===== config.mk =====
export PLATFORM = sky130hd
export DESIGN_NAME = stt_due
export DESIGN_NICKNAME = d
export VERILOG_FILES = /design/src/stt_pkg.sv /design/src/stt_due.sv
export SDC_FILE = /design/constraint.sdc
export NUM_CORES = 1
export LEC_CHECK = 0
export BUFFER_PORTS_ARGS = -buffer_cell sky130_fd_sc_hd__buf_2
export CAP_MARGIN = 20
export CORE_MARGIN = 2
export CORE_UTILIZATION = 32
export CTS_BUF_LIST = sky130_fd_sc_hd__clkbuf_4 sky130_fd_sc_hd__clkbuf_8
export DETAILED_ROUTE_END_ITERATION = 8
export GPL_TIMING_DRIVEN = 1
export RECOVER_POWER = 25
export SKIP_CTS_REPAIR_TIMING = 1
export SLEW_MARGIN = 30
export SYNTH_ARGS = -nofsm -noshare
export SYNTH_HDL_FRONTEND = slang
export SYNTH_SLANG_ARGS = --single-unit

===== constraint.sdc =====
create_clock -name clk -period 6.2 [get_ports clk]
set_input_delay 1.24 -clock clk [delete_from_list [all_inputs] [get_ports clk]]
set_output_delay 1.24 -clock clk [all_outputs]
set_load 0.02 [all_outputs]

===== src/stt_pkg.sv =====
package stt_pkg;

    localparam int TIMER_COUNT = 16;
    localparam int IDX_W       = (TIMER_COUNT > 1) ? $clog2(TIMER_COUNT) : 1;
    localparam int MS_W        = 20;
    localparam int PERIOD_W    = 32;
    localparam int PROD_W      = PERIOD_W + MS_W;

    localparam logic [63:0]     AUTO_ID_START = 64'h1000;
    localparam logic [MS_W-1:0] NS_PER_MS     = MS_W'(1000000);

    localparam logic [1:0] ACT_SET   = 2'd0;
    localparam logic [1:0] ACT_KILL  = 2'd1;
    localparam logic [1:0] ACT_CHECK = 2'd2;

    typedef struct packed {
        logic [1:0]          action;
        logic [63:0]         owner;
        logic [63:0]         event_id;
        logic [PERIOD_W-1:0] period_ms;
        logic [63:0]         callback;
        logic [63:0]         now_ns;
    } stt_req_t;

    typedef struct packed {
        logic        ok;
        logic [63:0] result_id;
        logic [63:0] fired_owner;
        logic [63:0] fired_callback;
    } stt_rsp_t;

    typedef struct packed {
        logic [63:0]         owner;
        logic [63:0]         id;
        logic [PERIOD_W-1:0] period;
        logic [63:0]         callback;
        logic [63:0]         last_time;
    } stt_entry_t;

    // table control from the sequencer
    typedef struct packed {
        logic             we;
        logic             act_set;
        logic             act_clr;
        logic [IDX_W-1:0] wr_idx;
        logic [IDX_W-1:0] rd_idx;
    } stt_ctl_t;

endpackage


===== src/stt_due.sv =====
module stt_due (
    input  logic                          clk,
    input  logic [63:0]                   now_ns,
    input  logic [63:0]                   last_time,
    input  logic [stt_pkg::PERIOD_W-1:0]  period,
    output logic                          due
);
    import stt_pkg::*;

    logic [PROD_W-1:0] prod_reg;
    logic [63:0]       diff_reg;

    // floor(diff / 1e6) >= period  <=>  diff >= period * 1e6
    always_ff @(posedge clk)
    begin
        prod_reg <= PROD_W'(period) * PROD_W'(NS_PER_MS);
        diff_reg <= now_ns - last_time;
    end

    assign due = (diff_reg >= 64'(prod_reg));

endmodule


# Word level (Yosys, flattened, before mapping)

Index checks and enable logic that the tools add are counted.
W data, S select, Z words.

Word-level logic and storage cells: 5
Register bits after elaboration: 110
Bits of input ports: 161
Output and inout port bits: 1

Order comparisons: 1
Multiply operators: 1
Add/sub/neg operators: 1

Operators with widths:

| operator                 | number |
|---|---|
| $ge A64 B52 Y1           | 1 |
| $sub A64 B64 Y64         | 1 |
| $mul A32 B14 Y46 const B | 1 |

# Longest topological paths before layout

Depth after elaboration: 1
Mapped depth: 23
Depth with buffers taken out: 22

# Least setup slack after synthesis

OpenSTA, ideal clock, no wires.

Kind: input to register
Start point: input period[12] in the netlist's numbering
End point: register prod_reg[47]
Setup slack: -183 ps
Buffers on the path: 1
Arrival: 6312 ps
Stages: 21
Data required time: 6128 ps
Library setup time: 72 ps
Path through: inv_1 fa_1 inv_1 fa_1 fa_1 fa_1 ha_1 inv_1 fa_1 inv_1 ha_1 clkbuf_1 nand4_1 nor3_1 nand3_1 o21ai_0 o221ai_1 a21oi_1 a41oi_1 o21ai_0 xor2_1

Longest elaborated chain between the ends: 1

RTL lines:

| element              | RTL line      | source |
|---|---|---|
| from (decl)          | stt_due.sv:5  | `input logic [stt_pkg::PERIOD_W-1:0] period,` |
| $mul A32 B14 Y46     | stt_due.sv:16 | `prod_reg <= PROD_W'(period) * PROD_W'(NS_PER_MS);` |
| to (signal assigned) | stt_due.sv:16 |  |
| to (decl)            | stt_due.sv:10 | `logic [PROD_W-1:0] prod_reg;` |

No other way between the ends.

# Worst setup path after layout

Start point: input period[8] in the netlist's numbering
End point: register prod_reg[47]

Same word-level chain as after synthesis.

==> results_dict.tcl <==
set metrics [dict create \
    clkTransAtPathRegs_ps 100 \
    cp_max_fo 5 \
    critPathKind "in2reg" \
    finalNetCount 2466 \
    hold_slack_ps 1120 \
    grt_setup_unrepaired "true" \
    gp_congestion 0.862 \
    powerDensity_nw_per_um2 607 \
    syn_avg_cell_area_sq_um 8.68 \
    total_power_w 0.0104 \
    wl_per_cell_um 14.2 \
    post-dp-hpwl_mm 31.7 \
    die_h_um 216 \
    grt_pass1_wl_mm 60.3 \
    cts-root-buf "clkbuf_8" \
    via_per_inst 4.87 \
    largest_register_ffs 64 \
    clockBufferDepth 2 \
    core_area_sq_um 44400 \
    crit_arrival_ps 6330 \
    die_x_um 216 \
    route.detailed.drc 0 \
    max_freq_mhz 166 \
    overflow 0 \
    antenna_found_initial 0 \
    dr.pass1.iters 6 \
    final_cells 2504 \
    start_util 0.325 \
    tritoncts "built" \
    hold_viol_final 0 \
    cellLeakagePower_nw 8.94 \
    ys_ff_latch 110 \
    area_growth_pct 18.9 \
    ys_async_sr_fraction 0 \
    drv_slew 0 \
    setup_viol 0 \
    crit_top_cell "fa_1" \
    synth_edf_count 0 \
    ant_nets 0 \
    drv_cap 0 \
    grt_max_degree 18 \
    grt_usage 0.156 \
    finalCriticalPeriod_ps 6010 \
    antenna_cells 0 \
    critPathMaxStageDelay_ps 540 \
    drive_gt1_frac 0.179 \
    min_path_cells 3 \
    worst_slew_pin_slew_ps 815 \
    ys_warn_count 0 \
    syn_inst 1664 \
    n_fill_cell 4592 \
    htreeDepth 3 \
    path_cells "buf_2, fa_1, inv_1, fa_1, inv_1, fa_1, inv_1, fa_1, inv_1, ha_1, fa_1, ha_4, nand4_1, nor3_2, nand3_1, o21ai_2, o221ai_2, a21oi_2, a41oi_2, o21ai_1, xor2_1" \
    worst_slack_ps 190 \
    required_ps 6520 \
    vias 12200 \
    routed_wl_mm 35.6 \
    placementRows 77 \
    dp_slack_ps -550 \
    grt_pass1_vias 12700 \
    die-area_sq_um 46900 \
    ys_seq_area_frac 0.152 \
    crit_family "adder cells" \
    tns_ps 0 \
    hp-class "in2reg" \
    status "completed" \
    synth_area_sq_um 14400 \
    cp-end-kind "flip-flop" \
    ys_types 65 \
    synth_flop_cell "dfxtp_1" \
    vdd_ir_drop_max_uv 494 \
    io-pin-count 162 \
    cts_num_sinks 110 \
    synth_fp_nets 2223 \
    startpoint_type "primary input" \
    crit_buf_inv 5 \
    place_inst 2482 \
    numPortBuffers 161 \
    slew_headroom 0.443 \
    period_share 0.969 \
    drt_iter0_drc 589 \
    cp.depth 21 \
    cpMaxStageDelayCell "fa_1" \
    cts-buffers-inserted 9 \
]
-- stage by stage --
stage	utilization	area, sq um
floorplan	-	14500
global placement	0.375	16600
detailed placement	0.375	16600
CTS	0.379	16800
global route	0.387	17200
finish	0.387	17200
-- logic make-up (layout without fill, tap and decap cells) --
| group | after synthesis | count (layout) | share of synthesized area |
|---|---|---|---|
| AND/OR/NAND/NOR | 317 | 317 | 0.108 |
| XOR/XNOR | 98 | 98 | 0.0594 |
| AO/OA/AOI/OAI | 383 | 383 | 0.170 |
| flip-flops | 110 | 110 | 0.152 |
| multiplexers | 2 | 2 | 0.00139 |
| adder cells (fa/ha/maj) | 398 | 398 | 0.415 |
| buffers and inverters | 356 | 604 | 0.0930 |
-- power by group --
part | internal, W | switching (W) | total (W)
clock network | 0.000208 | 0.000236 | 0.000444
logic | 0.00427 | 0.00462 | 0.00888
registers | 0.00104 | 0.0000686 | 0.00111
-- cell usage after synthesis, types with 4 or more instances --
cell type	instances	share of area
clkbuf_1	35	0.0091
and2_1	8	0.0035
dfxtp_1	110	0.15
nor2_1	61	0.016
nand4_1	39	0.017
a31oi_1	12	0.0052
a311oi_1	4	0.0024
a211oi_1	13	0.0068
xor2_1	40	0.024
ha_1	262	0.23
xnor2_1	58	0.035
fa_1	136	0.19
a41oi_1	5	0.0030
nand2_1	91	0.024
o31ai_1	9	0.0047
a221oi_1	8	0.0048
nor3_1	27	0.0094
or2_2	5	0.0022
a2111oi_0	4	0.0024
a21o_1	74	0.038
o21bai_1	19	0.0099
nor2b_1	10	0.0043
o21a_1	8	0.0042
or3_1	8	0.0035
and4_1	4	0.0024
inv_1	315	0.082
and3_1	4	0.0017
nor4_1	6	0.0026
o211ai_1	8	0.0042
a21oi_1	123	0.043
o21ai_0	64	0.022
nand3_1	27	0.0094
nand2b_1	15	0.0065
-- layer usage --
| metal | up-vias | GRT usage | share of wire |
|---|---|---|---|
| met2 | 239 | 0.282 | 0.50 |
| met1 | 5822 | 0.200 | 0.45 |
| met5 | - | 0 | 0 |
| met4 | 0 | 0.0224 | 0.010 |
| li1 | 6109 | - | - |
| met3 | 24 | 0.0218 | 0.033 |
-- layout make-up --
class	instances	area [sq um]	share of cell area
clock buffer	12	153	0.00888
multi-input combinational	1198	11200	0.652
inverter	315	1190	0.0690
clock inverter	4	53.8	0.00313
timing repair buffer	273	1640	0.0957
sequential	110	2200	0.128
tap	592	741	0.0431
-- cell usage in the layout, fill, tap and decap left out, types with 11 or more instances in the layout --
| cell type | Yosys | final |
|---|---|---|
| xor2_1 | 40 | 40 |
| nand4_1 | 39 | 39 |
| fa_1 | 136 | 133 |
| ha_1 | 262 | 250 |
| dfxtp_1 | 110 | 110 |
| inv_1 | 315 | 310 |
| ha_4 | 0 | 11 |
| nand3_1 | 27 | 27 |
| nor2_1 | 61 | 60 |
| buf_4 | 0 | 112 |
| nand2_1 | 91 | 89 |
| a31oi_1 | 12 | 12 |
| a211oi_1 | 13 | 12 |
| a21o_1 | 74 | 74 |
| o21bai_1 | 19 | 19 |
| xnor2_1 | 58 | 58 |
| a21oi_1 | 123 | 113 |
| nor3_1 | 27 | 25 |
| o21ai_0 | 64 | 57 |
| nand2b_1 | 15 | 15 |
| buf_2 | 3 | 159 |
-- path summary, 6_finish.rpt --
path                startpoint           end
setup / recovery     period[8]  prod_reg[47]
hold / removal    last_time[0]   diff_reg[0]
Note: power is estimated with default switching activity, not from simulation.
