$ cat config.mk
export PLATFORM = sky130hd
export DESIGN_NAME = stt_store
export DESIGN_NICKNAME = d
export VERILOG_FILES = /design/src/stt_pkg.sv /design/src/stt_store.sv
export SDC_FILE = /design/constraint.sdc
export NUM_CORES = 2
export LEC_CHECK = 0
export ABC_CLOCK_PERIOD_IN_PS = 4200
export BUFFER_PORTS_ARGS = -buffer_cell sky130_fd_sc_hd__buf_2
export CORE_MARGIN = 5
export CORE_UTILIZATION = 49
export CTS_CLUSTER_DIAMETER = 50
export CTS_CLUSTER_SIZE = 28
export DETAILED_ROUTE_END_ITERATION = 12
export PLACE_DENSITY = 0.65
export REMOVE_ABC_BUFFERS = 1
export SLEW_MARGIN = 15
export SYNTH_ARGS = -nofsm -noshare
export SYNTH_HDL_FRONTEND = slang
export SYNTH_MEMORY_MAX_BITS = 65536
export SYNTH_SLANG_ARGS = --single-unit
$ cat constraint.sdc
create_clock -name clk -period 4.2 [get_ports clk]
set_clock_uncertainty 0.15 [all_clocks]
set_input_delay 0 -clock clk [delete_from_list [all_inputs] [get_ports clk]]
set_output_delay 0 -clock clk [all_outputs]
set_load 0.05 [all_outputs]
$ cat src/stt_pkg.sv
package stt_pkg;

    localparam int TIMER_COUNT = 16;
    localparam int IDX_W       = (TIMER_COUNT > 1) ? $clog2(TIMER_COUNT) : 1;
    localparam int MS_W        = 20;
    localparam int PERIOD_W    = 32;
    localparam int PROD_W      = PERIOD_W + MS_W;

    localparam logic [63:0]     AUTO_ID_START = 64'h1000;
    localparam logic [MS_W-1:0] NS_PER_MS     = MS_W'(1000000);

    localparam logic [1:0] ACT_SET   = 2'd0;
    localparam logic [1:0] ACT_KILL  = 2'd1;
    localparam logic [1:0] ACT_CHECK = 2'd2;

    typedef struct packed {
        logic [1:0]          action;
        logic [63:0]         owner;
        logic [63:0]         event_id;
        logic [PERIOD_W-1:0] period_ms;
        logic [63:0]         callback;
        logic [63:0]         now_ns;
    } stt_req_t;

    typedef struct packed {
        logic        ok;
        logic [63:0] result_id;
        logic [63:0] fired_owner;
        logic [63:0] fired_callback;
    } stt_rsp_t;

    typedef struct packed {
        logic [63:0]         owner;
        logic [63:0]         id;
        logic [PERIOD_W-1:0] period;
        logic [63:0]         callback;
        logic [63:0]         last_time;
    } stt_entry_t;

    // table control from the sequencer
    typedef struct packed {
        logic             we;
        logic             act_set;
        logic             act_clr;
        logic [IDX_W-1:0] wr_idx;
        logic [IDX_W-1:0] rd_idx;
    } stt_ctl_t;

endpackage

$ cat src/stt_store.sv
module stt_store (
    input  logic               clk,
    input  logic               rst_n,
    input  stt_pkg::stt_ctl_t  ctl,
    input  stt_pkg::stt_entry_t wr_data,
    output stt_pkg::stt_entry_t rd_entry,
    output logic               rd_active,
    output logic               free_found,
    output logic [stt_pkg::IDX_W-1:0] free_idx
);
    import stt_pkg::*;

    stt_entry_t             entry_mem_reg [TIMER_COUNT];
    stt_entry_t             rd_entry_reg;
    logic                   rd_active_reg;
    logic [TIMER_COUNT-1:0] active_reg;

    // entry payload, no reset; inactive entries are never looked at
    always_ff @(posedge clk)
    begin
        if (ctl.we)
        begin
            entry_mem_reg[ctl.wr_idx] <= wr_data;
        end
        rd_entry_reg <= entry_mem_reg[ctl.rd_idx];
    end

    always_ff @(posedge clk or negedge rst_n)
    begin
        if (!rst_n)
        begin
            active_reg    <= '0;
            rd_active_reg <= 1'b0;
        end
        else
        begin
            rd_active_reg <= active_reg[ctl.rd_idx];
            if (ctl.act_set)
            begin
                active_reg[ctl.wr_idx] <= 1'b1;
            end
            else if (ctl.act_clr)
            begin
                active_reg[ctl.wr_idx] <= 1'b0;
            end
        end
    end

    // lowest free entry
    always_comb
    begin
        free_found = 1'b0;
        free_idx   = '0;
        for (int i = TIMER_COUNT - 1; i >= 0; i--)
        begin
            if (!active_reg[i])
            begin
                free_found = 1'b1;
                free_idx   = IDX_W'(i);
            end
        end
    end

    assign rd_entry  = rd_entry_reg;
    assign rd_active = rd_active_reg;

endmodule

**Yosys cells after proc, flatten, opt, wreduce, memory -nomap -nowiden**

Memory sizes are Yosys's and may differ from the RTL's. A register that Yosys moved wholly into a read port is not among the register bits.
Index checks and enable logic that the tools add are counted.

- Bits in registers: 17
- Latch bits: 0
- Memory bits (writable): 4608
- ROM bits: 0
- Bits of input ports: 301
- Output and inout port bits: 294
- Logic and storage cells: 51
- Memories: 1

- $add $sub $neg: 0
- Multipliers: 0
- Div/mod/pow operators: 0
- Order comparisons: 3
- Eq/ne operators: 0
- Shifts and indexed selects: 0
- Muxes and demuxes: 40
- Bitwise operators: 3
- Reductions and logical operators: 2

Memory list:

| memory | words | bits a word | read ports | clocked after Yosys merged registers in | wr ports | RTL line | text |
|---|---|---|---|---|---|---|---|
| entry_mem_reg | 16 | 288 | 1 | 1 | 1 | stt_store.sv:13 | `stt_entry_t entry_mem_reg [TIMER_COUNT];` |

Operators with widths:

| operator | count |
|---|---|
| two-way mux 4 bit | 16 |
| two-way mux 16 bit | 2 |
| two-way mux 1 bit | 20 |
| bitwise AND 16 bit | 1 |
| NOT 16 bit | 1 |
| bitwise OR 16 bit | 1 |
| less-than comparator 4 x 5 -> 1 bit (second input constant) | 2 |
| binary-select mux 1 bit (select 4 bit) | 1 |
| demux 1 bit (select 4 bit) | 1 |
| greater-or-equal comparator 4 x 1 -> 1 bit (second input constant) | 1 |
| nonzero test 2 bit | 1 |
| logical AND 1 bit | 1 |

**Longest topological paths before layout**

- Depth after elaboration: 16
- Depth in mapped cells: 7

**Worst setup path before layout**

No wires, ideal clock.

- Path type: in2reg
- Start point: in ctl[4] (netlist bit)
- End point: mem entry_mem_reg[12][0] (netlist bit), enable pin
- Data arrival time: 12449 ps
- Path slack: -9343 ps
- Stages: 3
- Path buffers: 1
- Cells stage by stage: or2_2 clkbuf_1 nor2_1

RTL lines:

| item | RTL line | text |
|---|---|---|
| from (decl) | stt_store.sv:4 | `input stt_pkg::stt_ctl_t ctl,` |
| to (decl) | stt_store.sv:13 |  |

Straight into the memory's write port.

**Worst setup path in the final report**

- Start point: in ctl[7] (netlist bit)
- End point: mem entry_mem_reg[7][85] (netlist bit), enable pin

Straight into the memory's write port.

==> results.py <==
metrics = {
    "timing": {
        "grt_setup_unrepaired": "false",
        "setup_tns_ns": 0,
        "timing.final.crit_period_ns": 3.40,
        "max_freq_mhz": 294,
        "slew_headroom_pct": 36.8,
        "report.final.slew_viol_count": 0,
        "worst_pin_slew_ns": 0.949,
        "finalCritPeriodShare_pct": 80.8,
        "final_hold_viol_count": 0,
        "setup_viol": 0,
    },
    "drt": {
        "routed_wire_length_per_instance_um": 30.6,
        "detailroute.via_count": 85500,
        "drt_drc_violations_left": 0,
        "route.antenna.remaining_nets": 0,
        "drt-vias-per-instance": 6.02,
        "route.final.wire_length_um": 434000,
        "detail_route.iter0.violations": 9361,
        "drt-pass1-iter-count": 5,
    },
    "power": {
        "share_clk_of_total_power_pct": 41.3,
        "p_comb_share_pct": 6.3,
        "reg_power_share_pct": 52.4,
        "vdd.ir_drop.worst_mv": 0.442,
        "p_int_mw": 81.1,
        "power.density_cell_area_nw_per_um2": 498,
        "switching_share_pct": 23.2,
        "switchingPower_mw": 24.4,
        "p_leak_nw": 68.4,
    },
    "layout": {
        "design.final.nets": 9275,
        "areaGrowthSynthToFinish_pct": 18.6,
        "largest_register_ffs": 4608,
        "n_fill_cell": 25500,
        "final_layout_size_suffix_gt1_share_pct": 30.5,
        "multiInputGateArea_um2": 32100,
        "register_area_um2": 145000,
        "final_non_filler_cells": 14200,
    },
    "placed_design": {
        "place_inst": 12700,
        "numPortBuffers": 594,
        "place.gp.congestion": 0.749,
        "post_detailed_placement_half_perimeter_wirelength_um": 232000,
    },
    "critical_path": {
        "worst_r2r_path_depth": 5,
        "timing.critical_path.slowest_stage_cell": "sky130_fd_sc_hd__nor2_4",
        "worst-r2r-setup-slack_ns": 1.81,
        "timing.rr.end": "rd_entry[143]",
        "path_max_fanout": 77,
        "criticalPathCategory": "in2reg",
        "timing.critical_path.slowest_cell_delay_ns": 0.67,
        "timing.critical_path.arrival_ns": 3.82,
        "launch_instance_of_the_worst_register_to_register_path": "entry_mem_reg[15][143]",
        "cell_by_cell_listing_of_the_critical_path": "dlygate4sd3_1, buf_2, dlygate4sd3_1, nor2b_1, dlygate4sd3_1, nand2_1, nor2_4, buf_12",
        "required_ns": 4.62,
        "critical_path.endpoint_type": "register",
        "critical_path.startpoint_type": "input port",
        "critPathMostFrequentCell": "sky130_fd_sc_hd__dlygate4sd3_1",
    },
    "synthesis": {
        "synth.avg_cell_area_um2": 24.0,
        "synth-warning-count": 0,
        "ys_seq_area_share_pct": 81.0,
        "synth_largest_area_cell": "sky130_fd_sc_hd__edfxtp_1",
        "synth_flop_cell": "sky130_fd_sc_hd__edfxtp_1",
        "synth.cell_area_um2": 178000,
        "synth_enable_flop_cells": 4608,
        "synth_seq_cells": 4913,
        "netlist.area_leader.share_pct": 77.5,
        "synth-async-reset-ratio_pct": 0.346,
        "synth_cell_type_count": 27,
        "instance_count_of_the_mapped_netlist": 7441,
        "netlist_top_cells_area": "sky130_fd_sc_hd__edfxtp_1 (78%), sky130_fd_sc_hd__mux4_2 (15%), sky130_fd_sc_hd__dfxtp_1 (3.2%), sky130_fd_sc_hd__a22oi_1 (2.0%), sky130_fd_sc_hd__nand2_1 (0.54%)",
    },
    "clock_tree": {
        "ctsRootBufferMaster": "sky130_fd_sc_hd__clkbuf_16",
        "postCtsResizedCells": 0,
        "tritoncts": "built",
        "clk_path_buf_depth": 4,
        "cts.htree.levels": 5,
        "worst_setup_hold_path_clk_slew_ns": 0.06,
        "numClockSinks": 4913,
        "clock_latency_on_the_worst_skew_pair_ns": 1.00,
        "num_cts_buffers": 451,
    },
    "die": {
        "design.core.area_um2": 363000,
        "die_x_um": 614,
        "die_area_um2": 376000,
        "pin_count": 595,
        "die_height_um": 614,
        "std_cell_rows": 221,
        "starting_utilization_of_the_core_area_pct": 49.2,
    },
    "grt": {
        "grt_pass1_wl_um": 630000,
        "first_global_vias": 88000,
        "total_grt_overflow": 0,
        "grt.total_usage_pct": 22.9,
        "largest_net_degree_at_the_start_of_global_routing": 145,
        "grt_antenna_before_repair": 84,
    },
    "status": {
        "run_status": "complete, no violations",
    },
    "hold_path": {
        "worst_hold_path_type": "in2async",
    },
    "run": {
        "maxCapViolations": 0,
    },
}
-- critical path: cells and delay by family --
family	cells	cell delay, ns
buf+inv	5	2.54
simple gates	3	1.12
-- timing repair --
| item | 4_1_cts | 5_1_grt |
|---|---|---|
| hold buffers | 606 | 0 |
| hold endpoints to repair | 5434 | 0 |
| setup buffers | 0 | 0 |
-- synth_stat cells, drive strengths merged, types with 2 or more instances --
cell / instances
nand2: 258
nand2b: 6
dfrtp: 17
and2: 2
edfxtp: 4608
nor3: 2
a31oi: 2
o21ai: 36
o22ai: 100
inv: 4
nand3: 4
a22oi: 479
nor2b: 6
clkbuf: 175
buf: 215
dfxtp: 288
nand4: 3
nor2: 72
a21oi: 2
or2: 3
mux4: 1156
-- final cells by class --
| class | count | share of cell area (%) |
|---|---|---|
| sequential | 4913 | 68.3 |
| multi-input combinational | 2134 | 15.1 |
| timing repair buffer | 1470 | 6.03 |
| clock buffer | 490 | 5.49 |
| tap | 4794 | 2.83 |
| clock inverter | 363 | 2.15 |
| antenna | 32 | 0.0378 |
| inverter | 4 | 0.00709 |
-- through the flow --
| step | cell area, um^2 | worst slack (ns) | utilization, % | hold WS [ns] | total power [mW] |
|---|---|---|---|---|---|
| floorplan | 176000 | -9.23 | - | -0.446 | 59.8 |
| global placement | 189000 | 1.52 | 52.2 | -0.215 | 62.4 |
| detailed placement | 189000 | 1.48 | 52.2 | -0.205 | 62.6 |
| CTS | 212000 | 0.876 | 58.4 | 0.0118 | 106 |
| global route | 212000 | 0.780 | 58.4 | 0.110 | 109 |
| finish | 212000 | 0.804 | 58.4 | 0.0665 | 106 |
-- kinds of logic (layout without fill, tap and decap cells) --
kind of cell / after synthesis / count (layout) / share of synthesized area, %
buffers and inverters: 394 / 2327 / 1.15
other: 0 / 32 / 0
and+or+nand+nor: 357 / 357 / 0.786
DFF: 4913 / 4913 / 81.0
AOI/OAI and AO/OA: 621 / 621 / 2.49
muxes: 1156 / 1156 / 14.6
-- power by group through the flow --
stage               Clock [mW]  Sequential (mW)  Combinational (mW)
floorplan                    0             57.6                2.22
global placement             0             56.3                6.08
detailed placement           0             56.4                6.18
CTS                       44.3             55.3                6.73
global route              46.4             55.4                7.05
finish                    43.5             55.3                6.65
-- per-layer routing --
metal	vias up	global-route usage [%]	wire, um	part of all wire (%)
met2	3518	38.0	218000	50
met4	30	5.36	10900	2.5
li1	35100	-	-	-
met5	-	0	184	0.042
met1	46200	32.4	173000	40
met3	663	3.77	31700	7.3
-- worst max path at each step --
stage / startpoint / endpoint / slack (ns) / cells past startpoint
2_1_floorplan: ctl[4] / entry_mem_reg[12][0] / -9.23 / 2
3_3_place_gp: ctl[6] / entry_mem_reg[7][240] / 1.52 / 5
3_5_place_dp: ctl[6] / entry_mem_reg[7][214] / 1.48 / 5
4_1_cts: ctl[7] / entry_mem_reg[7][85] / 0.88 / 8
5_1_grt: ctl[7] / entry_mem_reg[7][85] / 0.78 / 8
6_report: ctl[7] / entry_mem_reg[7][85] / 0.80 / 8
-- cells in the final DEF, fill, tap and decap left out, types with 27 or more instances in the layout --
cell	n
sky130_fd_sc_hd__mux4_2	1156
sky130_fd_sc_hd__o21ai_0	36
sky130_fd_sc_hd__inv_8	40
sky130_fd_sc_hd__nor2_1	54
sky130_fd_sc_hd__clkinv_8	27
sky130_fd_sc_hd__diode_2	32
sky130_fd_sc_hd__edfxtp_1	4608
sky130_fd_sc_hd__buf_12	134
sky130_fd_sc_hd__buf_2	591
sky130_fd_sc_hd__dfxtp_1	288
sky130_fd_sc_hd__nand2_1	258
sky130_fd_sc_hd__a22oi_1	479
sky130_fd_sc_hd__o22ai_1	100
sky130_fd_sc_hd__clkinv_2	34
sky130_fd_sc_hd__inv_6	65
sky130_fd_sc_hd__clkbuf_16	454
sky130_fd_sc_hd__clkinvlp_4	64
sky130_fd_sc_hd__dlygate4sd3_1	606
sky130_fd_sc_hd__clkinv_4	37
sky130_fd_sc_hd__buf_4	137
sky130_fd_sc_hd__bufinv_16	48
Power figures use the tool's default switching activity.
